<file path="config.mk">
export PLATFORM = sky130hd
export DESIGN_NAME = bgpr_draw
export DESIGN_NICKNAME = d
export VERILOG_FILES = /design/src/sv/bgpr_pkg.sv /design/src/sv/bgpr_draw.sv
export SDC_FILE = /design/constraint.sdc
export NUM_CORES = 1
export LEC_CHECK = 0
export BUFFER_PORTS_ARGS = -buffer_cell sky130_fd_sc_hd__buf_2
export CAP_MARGIN = 10
export CORE_ASPECT_RATIO = 0.8
export CORE_MARGIN = 1.5
export CORE_UTILIZATION = 40
export DETAILED_ROUTE_END_ITERATION = 7
export SLEW_MARGIN = 20
export SYNTH_ARGS = -nofsm -noshare
export SYNTH_HDL_FRONTEND = slang
export SYNTH_SLANG_ARGS = --single-unit
</file>
<file path="constraint.sdc">
create_clock -name clk -period 13.9 [get_ports clk]
set_clock_uncertainty 0.15 [all_clocks]
set_input_delay 2.78 -clock clk [delete_from_list [all_inputs] [get_ports clk]]
set_output_delay 2.78 -clock clk [all_outputs]
set_load 0.1 [all_outputs]
</file>
<file path="src/sv/bgpr_pkg.sv">
// ============================================================================
// bgpr_pkg
// Shared types and constants for the bitmap glyph pixel renderer.
// ============================================================================
package bgpr_pkg;

    // Default build parameters
    localparam int GLYPH_COUNT_DEF    = 256;
    localparam int GLYPH_ROWS_MAX_DEF = 8;
    localparam int MAX_FB_DIM_DEF     = 4096;

    // Font layout: eight byte rows per glyph
    localparam int FONT_ROW_BYTES = 8;

    // Width used for clip limit arithmetic (covers MAX_FB_DIM up to 65535)
    localparam int LIM_W = 16;

    // Only this depth draws
    localparam logic [7:0] BPP_DRAW = 8'd32;

    // Glyph size default and cap
    localparam logic [3:0] GLYPH_DIM_DEF = 4'd8;
    localparam logic [3:0] GLYPH_DIM_CAP = 4'd8;

    // Item commands
    localparam logic CMD_WRITE = 1'b0;
    localparam logic CMD_DRAW  = 1'b1;

    // Configuration register indexes
    localparam logic [2:0] REG_DRAWING_ENABLED = 3'd0;
    localparam logic [2:0] REG_FB_BASE         = 3'd1;
    localparam logic [2:0] REG_FB_WIDTH        = 3'd2;
    localparam logic [2:0] REG_FB_HEIGHT       = 3'd3;
    localparam logic [2:0] REG_ROW_PITCH       = 3'd4;
    localparam logic [2:0] REG_BITS_PER_PIXEL  = 3'd5;
    localparam logic [2:0] REG_CHAR_COLS       = 3'd6;
    localparam logic [2:0] REG_CHAR_ROWS       = 3'd7;

    typedef struct packed {
        logic        cmd;
        logic [10:0] font_addr;
        logic [7:0]  font_byte;
        logic [7:0]  char_code;
        logic [11:0] pos_x;
        logic [11:0] pos_y;
        logic [31:0] fg_color;
        logic [31:0] bg_color;
    } req_t;

    typedef struct packed {
        logic [31:0] pixel_addr;
        logic [31:0] pixel_color;
        logic        last_pixel;
    } pix_t;

    typedef struct packed {
        logic        drawing_enabled;
        logic [31:0] fb_base;
        logic [12:0] fb_width;
        logic [12:0] fb_height;
        logic [15:0] row_pitch;
        logic [7:0]  bits_per_pixel;
        logic [3:0]  char_cols;
        logic [3:0]  char_rows;
    } cfg_t;

    typedef enum logic [2:0] {
        ST_IDLE,
        ST_SETUP,
        ST_ADDR,
        ST_FETCH,
        ST_EMIT
    } state_t;

endpackage

</file>
<file path="src/sv/bgpr_draw.sv">
// ============================================================================
// bgpr_draw
// Item sequencer: font writes, glyph clipping, row fetch and pixel emission.
// ============================================================================
module bgpr_draw #(
    parameter int GLYPH_COUNT    = bgpr_pkg::GLYPH_COUNT_DEF,
    parameter int GLYPH_ROWS_MAX = bgpr_pkg::GLYPH_ROWS_MAX_DEF,
    parameter int MAX_FB_DIM     = bgpr_pkg::MAX_FB_DIM_DEF,
    parameter int FONT_DEPTH     = GLYPH_COUNT * bgpr_pkg::FONT_ROW_BYTES,
    parameter int FONT_AW        = $clog2(FONT_DEPTH)
) (
    input  logic               clk,
    input  logic               rst_n,
    input  logic               start,
    output logic               busy,
    input  bgpr_pkg::req_t     request,
    input  bgpr_pkg::cfg_t     cfg,
    output logic               pixel_valid,
    output bgpr_pkg::pix_t     pixel,
    output logic               ram_we,
    output logic [FONT_AW-1:0] ram_waddr,
    output logic [7:0]         ram_wdata,
    output logic               ram_re,
    output logic [FONT_AW-1:0] ram_raddr,
    input  logic [7:0]         ram_rdata
);
    import bgpr_pkg::*;

    localparam logic [LIM_W-1:0] DIM_LIM  = LIM_W'(MAX_FB_DIM);
    localparam logic [3:0]       ROWS_LIM = 4'(GLYPH_ROWS_MAX);

    state_t state_reg, state_next;

    // Payload latched at draw accept
    logic [7:0]  code_reg;
    logic        code_ok_reg;
    logic [11:0] px_reg;
    logic [11:0] py_reg;
    logic [31:0] fg_reg;
    logic [31:0] bg_reg;

    // Walk state
    logic [3:0]  vcols_reg, vcols_next;
    logic [3:0]  vrows_reg, vrows_next;
    logic [27:0] prod_reg, prod_next;
    logic [31:0] row_addr_reg;
    logic [31:0] pix_addr_reg;
    logic [2:0]  row_reg;
    logic [2:0]  col_reg;

    logic accept, draw_go, col_last, row_last, empty;
    logic [3:0]       cols_eff, rows_raw, rows_eff;
    logic [LIM_W-1:0] wlim, hlim, wavail, havail, pxe, pye;
    logic [10:0]      glyph_row_idx;

    assign accept   = start && (state_reg == ST_IDLE);
    assign draw_go  = accept && (request.cmd == CMD_DRAW) && cfg.drawing_enabled
                      && (cfg.bits_per_pixel == BPP_DRAW);
    assign col_last = ({1'b0, col_reg} == (vcols_reg - 4'd1));
    assign row_last = ({1'b0, row_reg} == (vrows_reg - 4'd1));

    // Visible extent of the glyph after size caps and clipping
    always_comb
    begin
        cols_eff = (cfg.char_cols == 4'd0 || cfg.char_cols > GLYPH_DIM_CAP)
                   ? GLYPH_DIM_CAP : cfg.char_cols;
        rows_raw = (cfg.char_rows == 4'd0 || cfg.char_rows > GLYPH_DIM_CAP)
                   ? GLYPH_DIM_CAP : cfg.char_rows;
        rows_eff = (rows_raw > ROWS_LIM) ? ROWS_LIM : rows_raw;
        wlim     = (LIM_W'(cfg.fb_width) > DIM_LIM) ? DIM_LIM : LIM_W'(cfg.fb_width);
        hlim     = (LIM_W'(cfg.fb_height) > DIM_LIM) ? DIM_LIM : LIM_W'(cfg.fb_height);
        pxe      = LIM_W'(px_reg);
        pye      = LIM_W'(py_reg);
        wavail   = (wlim > pxe) ? (wlim - pxe) : '0;
        havail   = (hlim > pye) ? (hlim - pye) : '0;
        vcols_next = (wavail < LIM_W'(cols_eff)) ? wavail[3:0] : cols_eff;
        vrows_next = (havail < LIM_W'(rows_eff)) ? havail[3:0] : rows_eff;
        empty      = (vcols_next == 4'd0) || (vrows_next == 4'd0);
        prod_next  = 28'(py_reg) * 28'(cfg.row_pitch);
    end

    // Next state
    always_comb
    begin
        state_next = state_reg;
        case (state_reg)
            ST_IDLE:  state_next = draw_go ? ST_SETUP : ST_IDLE;
            ST_SETUP: state_next = empty ? ST_IDLE : ST_ADDR;
            ST_ADDR:  state_next = ST_FETCH;
            ST_FETCH: state_next = ST_EMIT;
            ST_EMIT:
            begin
                if (col_last)
                begin
                    state_next = row_last ? ST_IDLE : ST_FETCH;
                end
            end
            default:  state_next = ST_IDLE;
        endcase
    end

    // Outputs
    always_comb
    begin
        busy        = 1'b1;
        pixel_valid = 1'b0;
        ram_re      = 1'b0;
        ram_we      = 1'b0;
        case (state_reg)
            ST_IDLE:
            begin
                busy   = 1'b0;
                ram_we = accept && (request.cmd == CMD_WRITE)
                         && (12'(request.font_addr) < 12'(FONT_DEPTH));
            end
            ST_FETCH: ram_re = 1'b1;
            ST_EMIT:  pixel_valid = 1'b1;
            default:  busy = 1'b1;
        endcase
    end

    assign ram_waddr     = request.font_addr[FONT_AW-1:0];
    assign ram_wdata     = request.font_byte;
    assign glyph_row_idx = {code_reg, row_reg};
    assign ram_raddr     = glyph_row_idx[FONT_AW-1:0];

    // Bit 7 of the row is the leftmost column
    assign pixel.pixel_addr  = pix_addr_reg;
    assign pixel.pixel_color = (code_ok_reg && ram_rdata[~col_reg]) ? fg_reg : bg_reg;
    assign pixel.last_pixel  = col_last && row_last;

    always_ff @(posedge clk or negedge rst_n)
    begin
        if (!rst_n)
        begin
            state_reg <= ST_IDLE;
        end
        else
        begin
            state_reg <= state_next;
        end
    end

    always_ff @(posedge clk)
    begin
        case (state_reg)
            ST_IDLE:
            begin
                if (draw_go)
                begin
                    code_reg    <= request.char_code;
                    code_ok_reg <= 9'(request.char_code) < 9'(GLYPH_COUNT);
                    px_reg      <= request.pos_x;
                    py_reg      <= request.pos_y;
                    fg_reg      <= request.fg_color;
                    bg_reg      <= request.bg_color;
                end
            end
            ST_SETUP:
            begin
                vcols_reg <= vcols_next;
                vrows_reg <= vrows_next;
                prod_reg  <= prod_next;
                row_reg   <= '0;
            end
            ST_ADDR:
            begin
                row_addr_reg <= cfg.fb_base + 32'(prod_reg) + 32'({px_reg, 2'b00});
            end
            ST_FETCH:
            begin
                pix_addr_reg <= row_addr_reg;
                col_reg      <= '0;
            end
            ST_EMIT:
            begin
                pix_addr_reg <= pix_addr_reg + 32'd4;
                col_reg      <= col_reg + 3'd1;
                if (col_last)
                begin
                    row_reg      <= row_reg + 3'd1;
                    row_addr_reg <= row_addr_reg + 32'(cfg.row_pitch);
                end
            end
            default:
            begin
                row_reg <= row_reg;
            end
        endcase
    end

endmodule
</file>
==> flow_summary.json <==
{
  "final_common_cell": "buf_2",
  "hold_path_class": "flip-flop to flip-flop",
  "routedWlPerCell_um": 17.8,
  "io_buffers": 278,
  "numCtsBuffers": 24,
  "antenna_left": 0,
  "ios": 317,
  "htree_levels": 1,
  "power_density_nw_per_um2": 186,
  "dpl.hpwl_mm": 38.2,
  "final_util": 0.465,
  "wirelength_mm": 48.0,
  "yosys_warnings": 0,
  "setup.worst_path.class": "primary input to flip-flop",
  "fin_crit_sh": 0.573,
  "finalSetupViolCount": 0,
  "fin_setup_tns_ns": 0,
  "synthFlopType": "edfxtp_1",
  "worstMarginPinSlew_ns": 1.01,
  "grt_pass1_wl_mm": 75.0,
  "start_kind": "primary input",
  "die_h_um": 196,
  "drv_slew": 0,
  "hold_violations": 0,
  "drive_above_1_share": 0.185,
  "cts_tree": "built",
  "clk_pin_slew_ns": 0.06,
  "grt_usage": 0.198,
  "place.gp.congestion": 0.867,
  "p_leak_nw": 9.54,
  "synth_nets": 2374,
  "grt_max_degree": 98,
  "relSlewSlack": 0.325,
  "drv_cap": 0,
  "via_count": 13900,
  "layout.cells.most_common_list": "buf_2, nand2_1, edfxtp_1",
  "routed_via_density": 5.15,
  "crit_start": "cfg[16]",
  "ctsHoldBuffers": 0,
  "async_reset_ff_frac": 0.0146,
  "synth_cell_type_count": 82,
  "fillers": 4393,
  "max-vdd-ir-drop_mv": 0.112,
  "status": "finished clean",
  "first_pass_iters": 5,
  "synth-edff-count": 202,
  "required_ns": 14.05,
  "worstPathArrival_ns": 8.10,
  "drtIter0Drc": 877,
  "synth_cells": 1837,
  "fp-row-count": 70,
  "area_delta_synth_final_pct": 14.2,
  "drc_errors": 0,
  "timing.rr.start": "py_reg[11]",
  "clock.fmax_mhz": 126,
  "die_area_um2": 48000,
  "rsz0062_at_grt": "false",
  "critical_path_peak_fanout": 13,
  "syn_area_per_cell_um2": 10.2,
  "post-route-min-period_ns": 7.96,
  "nets": 2610,
  "core_area_um2": 45900,
  "start_util": 0.407,
  "clock_tree.buffer_depth": 3,
  "synth-seq-cells": 205,
  "root_buffer": "clkbuf_16",
  "min_from": "row_addr_reg[15]",
  "antenna_found_initial": 1,
  "cts_setup_buffers": 0,
  "cts_resized": 0,
  "die_w_um": 245,
  "endpoint_kind": "flip-flop",
  "grt_pass1_vias": 14000,
  "synth_seq_area_share": 0.329,
  "clock_latency_ns": 0.54,
  "synth_area_um2": 18700,
  "grt_overflow": 0,
  "cts_num_sinks": 205
}
-- Yosys cell counts, types with 3 or more instances --
library cell	instances	area (µm²)
nor2_1	92	345
fa_1	156	3120
o21a_1	21	158
a311o_1	3	30.0
buf_1	3	11.3
mux2i_1	8	80.1
and3_1	16	100
o211ai_1	6	45.0
mux2_2	32	360
a22o_2	3	30.0
and4_1	3	26.3
ha_1	163	2040
or3_1	7	43.8
o21bai_1	11	82.6
o2111ai_1	3	26.3
a21o_1	25	188
nand2b_1	16	100
nor3_1	30	150
o31ai_1	6	45.0
nand3_1	29	145
a2111oi_0	4	35.0
a31oi_1	9	56.3
xor2_1	46	403
nand3b_1	4	30.0
and2_1	61	382
a41o_1	4	40.0
xnor2_1	74	648
a21oi_1	69	345
nor4_1	4	25.0
buf_4	19	143
edfxtp_1	202	6070
o21ai_0	93	465
nand4_1	5	31.3
nand2_1	243	912
a41oi_1	3	26.3
inv_1	199	747
dfrtp_1	3	75.1
nor2b_1	38	238
clkbuf_1	53	199
a211oi_1	13	97.6
or2_2	6	37.5
-- worst paths after layout --
check,depth (start not counted),end,slack [ns]
max in group asynchronous,1,state_reg[0],11.62
hold reg to reg,2,pix_addr_reg[15],0.45
setup / recovery,19,prod_reg[26],5.94
hold / removal,2,pix_addr_reg[15],0.45
setup reg to reg,18,prod_reg[26],7.55
min in group asynchronous,1,state_reg[2],1.87
-- stage by stage --
stage                     worst slack (ns)  std cells  total power [mW]  area [µm²]  hold slack (ns)
after floorplan                       3.03       1837              2.84       18700            0.371
after global placement                5.47       2659              3.31       20600            0.417
after detailed placement              5.40       2659              3.34       20600            0.428
after CTS                             5.98       2700              3.99       21300            0.445
after global routing                  5.61       2701              4.26       21300            0.476
final                                 5.94       2701              3.97       21300            0.448
-- power breakdown --
group	internal (mW)	leakage [nW]	switching, mW
Combinational	0.796	7.28	1.48
Clock	0.371	0.375	0.255
Sequential	0.945	1.88	0.119
-- kinds of logic after synthesis --
kind of cell | synth area share
AO/OA/AOI/OAI | 0.109
XOR/XNOR | 0.0562
adder cells (fa/ha/maj) | 0.276
buffers and inverters | 0.0597
flip-flops | 0.329
multiplexers | 0.0260
AND/OR/NAND/NOR | 0.144
-- worst max-delay path, stage by stage --
cell and delay, ns:
buf_2 0.21, nand2_1 0.11, fa_1 0.54, fa_1 0.55, inv_1 0.06, fa_1 0.52
inv_1 0.06, fa_1 0.53, inv_1 0.05, fa_1 0.47, ha_1 0.26, nor4_1 0.41
a211oi_1 0.16, o21ai_0 0.23, a21oi_1 0.18, a2111oi_0 0.55, o31ai_1 0.15, a21oi_1 0.19
xnor2_1 0.08
-- per-layer routing --
layer / track usage / vias up / part of all wire
met5: 0 / - / 0
met4: 0.0471 / 0 / 0.019
met3: 0.0257 / 48 / 0.047
met2: 0.308 / 356 / 0.45
met1: 0.293 / 6779 / 0.49
li1: - / 6730 / -
-- final cells by class --
| type | count | area, µm² | share of cell area |
|---|---|---|---|
| multi-input cells | 1356 | 11500 | 0.537 |
| clock inverters | 14 | 158 | 0.00739 |
| clock buffers | 27 | 612 | 0.0287 |
| flip-flops and latches | 205 | 6140 | 0.288 |
| diodes | 1 | 2.50 | 0.000117 |
| repair buffers | 286 | 1450 | 0.0680 |
| well taps | 612 | 766 | 0.0359 |
| inverters | 200 | 751 | 0.0352 |
Power figures use the tool's default switching activity.
