==> src/sv/bgpr_pkg.sv <==
// ============================================================================
// bgpr_pkg
// Shared types and constants for the bitmap glyph pixel renderer.
// ============================================================================
package bgpr_pkg;

    // Default build parameters
    localparam int GLYPH_COUNT_DEF    = 256;
    localparam int GLYPH_ROWS_MAX_DEF = 8;
    localparam int MAX_FB_DIM_DEF     = 4096;

    // Font layout: eight byte rows per glyph
    localparam int FONT_ROW_BYTES = 8;

    // Width used for clip limit arithmetic (covers MAX_FB_DIM up to 65535)
    localparam int LIM_W = 16;

    // Only this depth draws
    localparam logic [7:0] BPP_DRAW = 8'd32;

    // Glyph size default and cap
    localparam logic [3:0] GLYPH_DIM_DEF = 4'd8;
    localparam logic [3:0] GLYPH_DIM_CAP = 4'd8;

    // Item commands
    localparam logic CMD_WRITE = 1'b0;
    localparam logic CMD_DRAW  = 1'b1;

    // Configuration register indexes
    localparam logic [2:0] REG_DRAWING_ENABLED = 3'd0;
    localparam logic [2:0] REG_FB_BASE         = 3'd1;
    localparam logic [2:0] REG_FB_WIDTH        = 3'd2;
    localparam logic [2:0] REG_FB_HEIGHT       = 3'd3;
    localparam logic [2:0] REG_ROW_PITCH       = 3'd4;
    localparam logic [2:0] REG_BITS_PER_PIXEL  = 3'd5;
    localparam logic [2:0] REG_CHAR_COLS       = 3'd6;
    localparam logic [2:0] REG_CHAR_ROWS       = 3'd7;

    typedef struct packed {
        logic        cmd;
        logic [10:0] font_addr;
        logic [7:0]  font_byte;
        logic [7:0]  char_code;
        logic [11:0] pos_x;
        logic [11:0] pos_y;
        logic [31:0] fg_color;
        logic [31:0] bg_color;
    } req_t;

    typedef struct packed {
        logic [31:0] pixel_addr;
        logic [31:0] pixel_color;
        logic        last_pixel;
    } pix_t;

    typedef struct packed {
        logic        drawing_enabled;
        logic [31:0] fb_base;
        logic [12:0] fb_width;
        logic [12:0] fb_height;
        logic [15:0] row_pitch;
        logic [7:0]  bits_per_pixel;
        logic [3:0]  char_cols;
        logic [3:0]  char_rows;
    } cfg_t;

    typedef enum logic [2:0] {
        ST_IDLE,
        ST_SETUP,
        ST_ADDR,
        ST_FETCH,
        ST_EMIT
    } state_t;

endpackage

==> src/sv/bgpr_cfg.sv <==
// ============================================================================
// bgpr_cfg
// Configuration register file, written through a plain write port.
// ============================================================================
module bgpr_cfg (
    input  logic          clk,
    input  logic          rst_n,
    input  logic          cfg_we,
    input  logic [2:0]    cfg_index,
    input  logic [31:0]   cfg_data,
    output bgpr_pkg::cfg_t cfg
);
    import bgpr_pkg::*;

    cfg_t cfg_reg;
    cfg_t cfg_next;

    always_comb
    begin
        cfg_next = cfg_reg;
        if (cfg_we)
        begin
            case (cfg_index)
                REG_DRAWING_ENABLED: cfg_next.drawing_enabled = cfg_data[0];
                REG_FB_BASE:         cfg_next.fb_base         = cfg_data;
                REG_FB_WIDTH:        cfg_next.fb_width        = cfg_data[12:0];
                REG_FB_HEIGHT:       cfg_next.fb_height       = cfg_data[12:0];
                REG_ROW_PITCH:       cfg_next.row_pitch       = cfg_data[15:0];
                REG_BITS_PER_PIXEL:  cfg_next.bits_per_pixel  = cfg_data[7:0];
                REG_CHAR_COLS:       cfg_next.char_cols       = cfg_data[3:0];
                REG_CHAR_ROWS:       cfg_next.char_rows       = cfg_data[3:0];
                default:             cfg_next = cfg_reg;
            endcase
        end
    end

    always_ff @(posedge clk or negedge rst_n)
    begin
        if (!rst_n)
        begin
            cfg_reg.drawing_enabled <= 1'b0;
            cfg_reg.fb_base         <= '0;
            cfg_reg.fb_width        <= '0;
            cfg_reg.fb_height       <= '0;
            cfg_reg.row_pitch       <= '0;
            cfg_reg.bits_per_pixel  <= '0;
            cfg_reg.char_cols       <= GLYPH_DIM_DEF;
            cfg_reg.char_rows       <= GLYPH_DIM_DEF;
        end
        else
        begin
            cfg_reg <= cfg_next;
        end
    end

    assign cfg = cfg_reg;

endmodule

==> config.mk <==
export PLATFORM = sky130hd
export DESIGN_NAME = bgpr_cfg
export DESIGN_NICKNAME = d
export VERILOG_FILES = /design/src/sv/bgpr_pkg.sv /design/src/sv/bgpr_cfg.sv
export SDC_FILE = /design/constraint.sdc
export NUM_CORES = 1
export LEC_CHECK = 0
export BUFFER_PORTS_ARGS = -buffer_cell sky130_fd_sc_hd__buf_4
export CAP_MARGIN = 20
export CORE_ASPECT_RATIO = 0.5
export CORE_MARGIN = 2
export CORE_UTILIZATION = 49
export DETAILED_ROUTE_END_ITERATION = 10
export PLACE_DENSITY = 0.79
export RECOVER_POWER = 50
export SYNTH_ARGS = -nofsm -noshare
export SYNTH_HDL_FRONTEND = slang
export SYNTH_SLANG_ARGS = --single-unit
==> constraint.sdc <==
create_clock -name clk -period 0.8 [get_ports clk]
set_input_delay 0 -clock clk [delete_from_list [all_inputs] [get_ports clk]]
set_output_delay 0 -clock clk [all_outputs]
set_load 0.02 [all_outputs]
==> results.py, run 1 <==
metrics = {
    "status": {
        "outcome": "complete, but fails checks",
        "violations": "negative setup slack",
    },
    "yosys": {
        "synth-seq-cells": 91,
        "synth_nets": 238,
        "synth_top_area_cell": "dfrtp_1",
        "ys_types": 14,
        "synthCells": 200,
        "syn_avg_cell_area_um2": 17.9,
        "synth_top_cell_area_share_pct": 62.3,
        "synth_area_um2": 3570,
        "yosysWarningCount": 0,
        "ys_top_cells_by_area": "dfrtp_1, mux2_2, mux2_4",
        "yosysSeqAreaShare_pct": 63.8,
    },
    "power_and_ir_drop": {
        "comb_power_share_pct": 33.9,
        "internal_power_mw": 12.1,
        "p_sw_mw": 5.23,
        "seqPwrFrac_pct": 38.1,
        "swShare_pct": 30.2,
        "pwr-share-clk_pct": 28.0,
        "power_mw": 17.3,
        "leakagePower_nw": 2.90,
        "peakVddDrop_uv": 1690,
        "power_density_nw_per_um2": 2870,
    },
    "layout": {
        "areaGrowthSynthToFinish_pct": 69.0,
        "final_common_cell": "buf_6",
        "fin_nets": 426,
        "most-common-layout-cells": "buf_6, dfrtp_1, mux2_4, buf_4, dlygate4sd3_1",
        "drive_above_1_share_pct": 69.0,
        "design_area_um2": 6040,
        "largest_register_ff_count": 91,
    },
    "clocking": {
        "cts_buffer_depth": 2,
        "cts_made_buffers": 9,
        "clk_latency_ns": 0.34,
        "clk_pin_slew_ns": 0.06,
        "clockRootBuffer": "clkbuf_16",
        "numClockSinks": 91,
        "cts_max_level": 3,
        "cts_tree": "done",
    },
    "floorplan": {
        "fp.dieH_um": 64.4,
        "die_width_um": 125,
        "core_um2": 6860,
        "die_area_um2": 8030,
        "rows": 21,
        "ioPinCount": 129,
        "start_util_pct": 52.1,
    },
    "worst_setup_path": {
        "cp.arrival_ns": 1.00,
        "path_cells": "buf_6",
        "cp_top_family": "flip-flops",
        "worstPathRequired_ns": 0.80,
        "slowest_stage": "dfstp_2",
        "regToRegSetupSlack_ns": -0.12,
        "criticalPathCategory": "reg2out",
        "crit_buf_inv": 1,
        "r2r_cells": 2,
        "path_max_fanout": 2,
        "startpoint_type": "flop",
        "crit_cells": 1,
        "critPathCaptureType": "output port",
        "critPathMaxStageDelay_ns": 0.54,
    },
    "global_route": {
        "overflow": 0,
        "grt_max_degree": 46,
        "antenna_found_initial": 1,
        "grt_pass1_vias": 2769,
        "grt_busiest_layer": "met2",
        "met3_usage_pct": 5.78,
        "use_met2_pct": 46.0,
        "grt_pass1_wl_um": 15900,
        "use_met1_pct": 32.1,
        "grt.total_usage_pct": 26.4,
    },
    "route": {
        "drc_errors": 0,
        "drt-total-wl_um": 11300,
        "drt_iter0_drc": 176,
        "antenna_left": 0,
        "drt_first_pass_iters": 4,
        "wl_per_cell_um": 23.3,
        "vias": 2509,
        "viasPerCell": 5.16,
    },
    "sta": {
        "rsz0062_at_grt": "yes",
        "max_clock_freq_ghz": 1.00,
        "setup-tns-final_ns": -9.07,
        "setup_viol": 118,
        "drv_slew": 0,
        "hold_viol_final": 0,
        "clock_skew_ns": 0,
        "slew-limit-headroom_pct": 71.6,
        "fin_crit_ns": 1.00,
        "setup_ws_ns": -0.200,
        "worstMarginPinSlew_ns": 0.425,
        "min_period_over_period_pct": 125,
    },
    "hold_path": {
        "hp-class": "in2async",
    },
    "placed_design": {
        "dp_hpwl_um": 5760,
        "place_area_um2": 4880,
        "portBuffers": 128,
        "gp_congestion": 0.792,
    },
    "job": {
        "timing.max_cap.violations": 0,
    },
}
[logic make-up after synthesis]
group / share of synthesized area, %
simple gates: 2.21
mux: 31.8
buf+inv: 2.17
flops: 63.8
[power groups by stage]
stage / Combinational, mW / Sequential (mW) / Clock, mW
floorplan: 1.32 / 7.50 / 0
global placement: 4.71 / 6.27 / 0
detailed placement: 4.81 / 6.33 / 0
CTS: 5.65 / 6.47 / 4.84
global route: 6.11 / 6.68 / 5.12
finish: 5.88 / 6.60 / 4.86
[cell usage after synthesis, drive strengths merged]
library cell	count
clkbuf	1
dfstp	2
and4bb	3
dfrtp	89
nor4b	1
nand4b	3
mux2	91
buf	9
nand4	1
[cell type report]
class,count,area [µm²]
Sequential cell,91,2280
Timing Repair Buffer,187,1940
Multi-Input combinational cell,99,1360
Fill cell,260,818
Clock buffer,9,225
Clock inverter,7,116
Tap cell,92,115
Antenna cell,1,2.50
[metal layers]
layer  wire length (µm)  part of all wire [%]
met5                  0                     0
met4                283                   2.5
met3                465                   4.1
met2               5800                    51
met1               4750                    42
[final timing paths]
| path | start | to |
|---|---|---|
| setup reg to reg | cfg[47] | cfg[47] |
| hold reg to reg | cfg[4] | cfg[4] |
| setup / recovery | cfg[3] | cfg[3] |
| max in group asynchronous | rst_n | cfg[55] |
| min in group clk | cfg_index[1] | cfg[90] |
| hold / removal | rst_n | cfg[85] |
[timing repair]
| action | in CTS | in global routing |
|---|---|---|
| setup buffers | 4 | 1 |
| cloned | 0 | 1 |
| endpoints found under the hold margin | 182 | 0 |
| gates resized for setup | 96 | 22 |
| pin swaps | 1 | 0 |
| hold buffers | 33 | 0 |
| setup endpoints to repair | 100 | 156 |
[stage by stage]
stage,util [%],std cells,hold WS [ns],setup slack [ns]
6_report,88.1,486,0.0254,-0.200
5_1_grt,88.1,486,0.0403,-0.227
4_1_cts,86.5,483,0.0291,-0.210
3_5_place_dp,71.2,431,-0.154,-0.370
3_3_place_gp,71.2,431,-0.158,-0.361
2_1_floorplan,-,200,-0.296,-0.267
No activity file was read; power rests on OpenSTA's default activity.
==> inputs of run 2 (changes only) <==
--- a/config.mk
+++ b/config.mk
@@ -11,7 +11,7 @@
 export CORE_MARGIN = 2
 export CORE_UTILIZATION = 49
 export DETAILED_ROUTE_END_ITERATION = 10
-export PLACE_DENSITY = 0.79
+export PLACE_DENSITY = 0.8
 export RECOVER_POWER = 50
 export SYNTH_ARGS = -nofsm -noshare
 export SYNTH_HDL_FRONTEND = slang
==> results.py, run 2 (synthesized netlist as in run 1, its figures left out) <==
metrics = {
    "sta": {
        "fin_crit_ns": 1.00,
        "slew-limit-headroom_pct": 55.3,
        "min_period_over_period_pct": 125,
        "rsz0062_at_grt": "yes",
        "drv_slew": 0,
        "worstMarginPinSlew_ns": 0.670,
        "max_clock_freq_ghz": 0.996,
        "hold_viol_final": 0,
        "setup_ws_ns": -0.204,
        "clock_skew_ns": 0,
        "setup_viol": 204,
    },
    "worst_setup_path": {
        "cp_top_family": "flip-flops",
        "worstPathRequired_ns": 0.80,
        "path_max_fanout": 2,
        "crit_start": "cfg[3]",
        "crit_buf_inv": 1,
        "path_cells": "buf_6",
        "critPathMaxStageDelay_ns": 0.55,
        "critPathCaptureType": "output port",
        "r2r_start": "cfg[66]",
        "cp.arrival_ns": 1.00,
        "startpoint_type": "flop",
        "criticalPathCategory": "reg2out",
        "slowest_stage": "dfstp_2",
    },
    "global_route": {
        "grt_max_degree": 36,
        "grt.total_usage_pct": 28.1,
        "grt_pass1_vias": 2896,
        "antenna_found_initial": 0,
        "overflow": 0,
        "grt_pass1_wl_um": 16800,
    },
    "placed_design": {
        "portBuffers": 128,
        "gp_congestion": 0.758,
        "dp_hpwl_um": 5870,
        "place_ws_ns": -0.386,
    },
    "status": {
        "violations": "negative setup slack",
        "outcome": "complete, but fails checks",
    },
    "floorplan": {
        "core_um2": 6860,
        "start_util_pct": 52.1,
        "die_width_um": 125,
        "ioPinCount": 129,
        "rows": 21,
        "fp.dieH_um": 64.4,
        "die_area_um2": 8030,
    },
    "layout": {
        "drive_above_1_share_pct": 68.3,
        "largest_register_ff_count": 91,
        "fin_nets": 427,
        "fill_cells": 245,
        "most-common-layout-cells": "buf_6, dfrtp_1, mux2_4, buf_4, dlygate4sd3_1",
        "areaGrowthSynthToFinish_pct": 71.0,
        "antenna_cells": 0,
        "fin_util_pct": 89.1,
        "final_common_cell": "buf_6",
    },
    "route": {
        "drt_first_pass_iters": 4,
        "drt_iter0_drc": 144,
        "viasPerCell": 5.39,
        "wl_per_cell_um": 24.0,
        "drt-total-wl_um": 11600,
        "drc_errors": 0,
        "vias": 2620,
        "antenna_left": 0,
    },
    "clocking": {
        "clockRootBuffer": "clkbuf_16",
        "cts_tree": "done",
        "cts_buffer_depth": 2,
        "clk_pin_slew_ns": 0.07,
        "cts_max_level": 3,
        "numClockSinks": 91,
        "cts_made_buffers": 9,
        "clk_latency_ns": 0.33,
    },
    "hold_path": {
        "hp-class": "in2reg",
        "hold_path.startpoint": "cfg_index[0]",
    },
    "power_and_ir_drop": {
        "power_density_nw_per_um2": 2850,
        "peakVddDrop_uv": 2100,
        "leakagePower_nw": 2.94,
    },
    "job": {
        "timing.max_cap.violations": 0,
    },
}
run 2: worst paths after layout:
check                      endpoint  slack, ns  cells after the start
setup / recovery             cfg[3]      -0.20                      1
hold / removal              cfg[90]       0.07                      3
setup reg to reg            cfg[66]      -0.10                      2
hold reg to reg              cfg[1]       0.53                      1
max in group asynchronous   cfg[27]      -0.04                      3
min in group asynchronous   cfg[47]       0.23                      2
run 2: final cells by class:
cell class	instances	area [µm²]	share of cell area, %
sequential	91	2280	37.4
timing repair buffer	188	2010	32.9
multi-input combinational	99	1360	22.2
clock buffer	11	243	3.97
tap	92	115	1.88
clock inverter	5	100	1.64
run 2: repair_timing:
| item | 4_1_cts | 5_1_grt |
|---|---|---|
| resized for setup | 101 | 21 |
| gates cloned | 1 | 3 |
| hold buffers | 33 | 0 |
| hold endpoints to repair | 182 | 0 |
| setup buffers | 2 | 2 |
| pin swaps | 1 | 1 |
| setup endpoints to repair | 122 | 146 |
run 2: per-stage QoR:
stage | hold slack (ns) | TNS (ns) | cells | power (mW) | instance area [µm²]
after CTS | 0.0893 | -7.77 | 482 | 17.0 | 5960
final | 0.0691 | -11.77 | 486 | 17.4 | 6110
after detailed placement | -0.0775 | -27.05 | 430 | 11.1 | 4870
after floorplan | -0.296 | -17.36 | 200 | 8.83 | 3720
after global routing | 0.0872 | -25.14 | 486 | 17.9 | 6110
after global placement | -0.0829 | -25.55 | 430 | 11.0 | 4870
run 2: worst reg2reg max path: cells and delay by family, from the launching register on:
family / cells / cell delay (ns)
flip-flops: 1 / 0.40
multiplexers: 1 / 0.26
buffers and inverters: 1 / 0.12
run 2: routing by layer:
| layer | GRT usage (%) | up-vias | wire length, µm |
|---|---|---|---|
| li1 | - | 1095 | - |
| met1 | 33.2 | 1380 | 4810 |
| met2 | 49.5 | 118 | 5910 |
| met3 | 7.87 | 27 | 605 |
| met4 | 10.8 | 0 | 310 |
| met5 | 0 | - | 0 |
run 2: where the power goes:
part | total [mW] | switching, mW | leakage (nW) | internal, mW
registers | 6.58 | 0.934 | 1.08 | 5.65
logic | 5.89 | 2.48 | 1.69 | 3.41
clock network | 4.92 | 1.79 | 0.169 | 3.13
total | 17.4 | 5.21 | 2.94 | 12.2
==> inputs of run 3 (changes only) <==
--- a/config.mk
+++ b/config.mk
@@ -9,9 +9,9 @@
 export CAP_MARGIN = 20
 export CORE_ASPECT_RATIO = 0.5
 export CORE_MARGIN = 2
-export CORE_UTILIZATION = 49
+export CORE_UTILIZATION = 53
 export DETAILED_ROUTE_END_ITERATION = 10
-export PLACE_DENSITY = 0.8
+export PLACE_DENSITY = 0.86
 export RECOVER_POWER = 50
 export SYNTH_ARGS = -nofsm -noshare
 export SYNTH_HDL_FRONTEND = slang
==> constraint.sdc (replaced) <==
create_clock -name clk -period 1.25 [get_ports clk]
set_input_delay 0 -clock clk [delete_from_list [all_inputs] [get_ports clk]]
set_output_delay 0 -clock clk [all_outputs]
set_load 0.02 [all_outputs]
==> results.py, run 3 (synthesized netlist as in run 1, its figures left out) <==
metrics = {
    "status": {
        "outcome": "finished, final reports clean",
    },
    "sta": {
        "setup_viol": 0,
        "clock_skew_ns": 0,
        "setup_ws_ns": 0.164,
        "max_clock_freq_ghz": 0.921,
        "hold_viol_final": 0,
        "min_period_over_period_pct": 86.9,
        "slew-limit-headroom_pct": 70.7,
        "fin_crit_ns": 1.09,
        "setup-tns-final_ns": 0,
        "drv_slew": 0,
        "worstMarginPinSlew_ns": 0.440,
        "rsz0062_at_grt": "no",
    },
    "clocking": {
        "postCtsSetupRepairBufs": 0,
        "cts_tree": "done",
        "clk_pin_slew_ns": 0.06,
        "cts_resized": 0,
        "cts_max_level": 3,
        "clk_latency_ns": 0.34,
        "cts_made_buffers": 9,
        "clockRootBuffer": "clkbuf_16",
        "postCtsHoldBufs": 33,
        "numClockSinks": 91,
        "cts_buffer_depth": 2,
    },
    "floorplan": {
        "fp.dieH_um": 62.1,
        "rows": 21,
        "ioPinCount": 129,
        "die_area_um2": 7450,
        "die_width_um": 120,
        "core_um2": 6600,
        "start_util_pct": 54.2,
    },
    "worst_setup_path": {
        "criticalPathCategory": "in2reg",
        "startpoint_type": "primary input",
        "path_max_fanout": 13,
        "cp.arrival_ns": 1.31,
        "critPathCaptureType": "flop",
        "worstPathRequired_ns": 1.47,
    },
    "global_route": {
        "antenna_found_initial": 0,
        "grt_pass1_wl_um": 13600,
        "grt.total_usage_pct": 25.4,
        "grt_pass1_vias": 2398,
        "grt_max_degree": 79,
        "overflow": 0,
    },
    "placed_design": {
        "dp_hpwl_um": 5660,
        "placedCellCount": 417,
        "place_ws_ns": 0.0666,
        "portBuffers": 128,
        "gp_congestion": 0.798,
    },
    "route": {
        "drc_errors": 0,
        "viasPerCell": 5.18,
        "antenna_left": 0,
        "drt_iter0_drc": 122,
        "wl_per_cell_um": 19.9,
        "vias": 2412,
        "drt-total-wl_um": 9270,
        "drt_first_pass_iters": 4,
    },
    "layout": {
        "fin_cells": 466,
        "areaGrowthSynthToFinish_pct": 46.8,
        "largest_register_ff_count": 91,
        "antenna_cells": 0,
        "most-common-layout-cells": "buf_4, dfrtp_1, mux2_2, dlygate4sd3_1, mux2_4",
        "fin_nets": 407,
        "final_common_cell": "buf_4",
        "drive_above_1_share_pct": 58.8,
        "fill_cells": 347,
    },
    "power_and_ir_drop": {
        "peakVddDrop_uv": 865,
        "power_density_nw_per_um2": 1820,
        "leakagePower_nw": 2.49,
    },
    "hold_path": {
        "hp-class": "in2async",
    },
    "job": {
        "timing.max_cap.violations": 0,
    },
}
[run 3: cell types whose count changed in the layout (fill, tap and decap cells not counted), moves of 3 or more]
cell and change:
buf_12 -3, clkbuf_1 +3, dfrtp_1 +4, dfrtp_2 -4, clkbuf_16 -3, mux2_1 +19, buf_6 -97, mux2_4 -40
bufinv_16 -3, buf_4 +83, mux2_2 +21
[run 3: final cells by class]
cell class                 instances  area, µm²  share of cell area [%]
tap                               92        115                    2.19
multi-input combinational         99       1200                    23.0
clock inverter                     3       23.8                   0.453
sequential                        91       2280                    43.5
timing repair buffer             168       1370                    26.2
clock buffer                      13        250                    4.77
[run 3: per-layer routing]
layer  global-route usage [%]  wire length [µm]  vias to the layer above  part of all wire [%]
met4                     12.1               249                        0                   2.7
met1                     31.3              3820                     1260                    41
li1                         -                 -                     1053                     -
met2                     45.3              4830                       78                    52
met5                        0                 0                        -                     0
met3                     5.20               376                       21                   4.1
[run 3: worst max-delay path: stages]
cell and delay, ns:
clkbuf_1 0.18, and4bb_2 0.34, clkbuf_2 0.38, mux2_2 0.40
[run 3: where the power goes]
part	total, mW	internal [mW]	switching, mW
logic	3.02	1.52	1.50
clock network	2.51	1.41	1.10
registers	4.02	3.60	0.417
total	9.56	6.53	3.02
[run 3: final timing paths]
kind,cells after the start,slack (ns),end,start
min reg2reg,1,0.49,cfg[24],cfg[24]
max,4,0.16,cfg[48],cfg_index[2]
min,2,0.05,cfg[85],rst_n
max in group asynchronous,3,0.56,cfg[43],rst_n
max reg2reg,1,0.40,cfg[9],cfg[9]
min in group clk,3,0.12,cfg[90],cfg_index[0]
[run 3: metrics by stage]
step                      utilization, %  hold slack [ns]  total power, mW  instance area (µm²)
final                               79.5           0.0463             9.56                 5250
after global routing                79.5           0.0863             9.92                 5250
after CTS                           80.2           0.0552             9.58                 5290
after detailed placement            71.1           -0.135             6.98                 4690
after global placement              71.1           -0.141             6.85                 4690
after floorplan                        -           -0.296             5.51                 3570
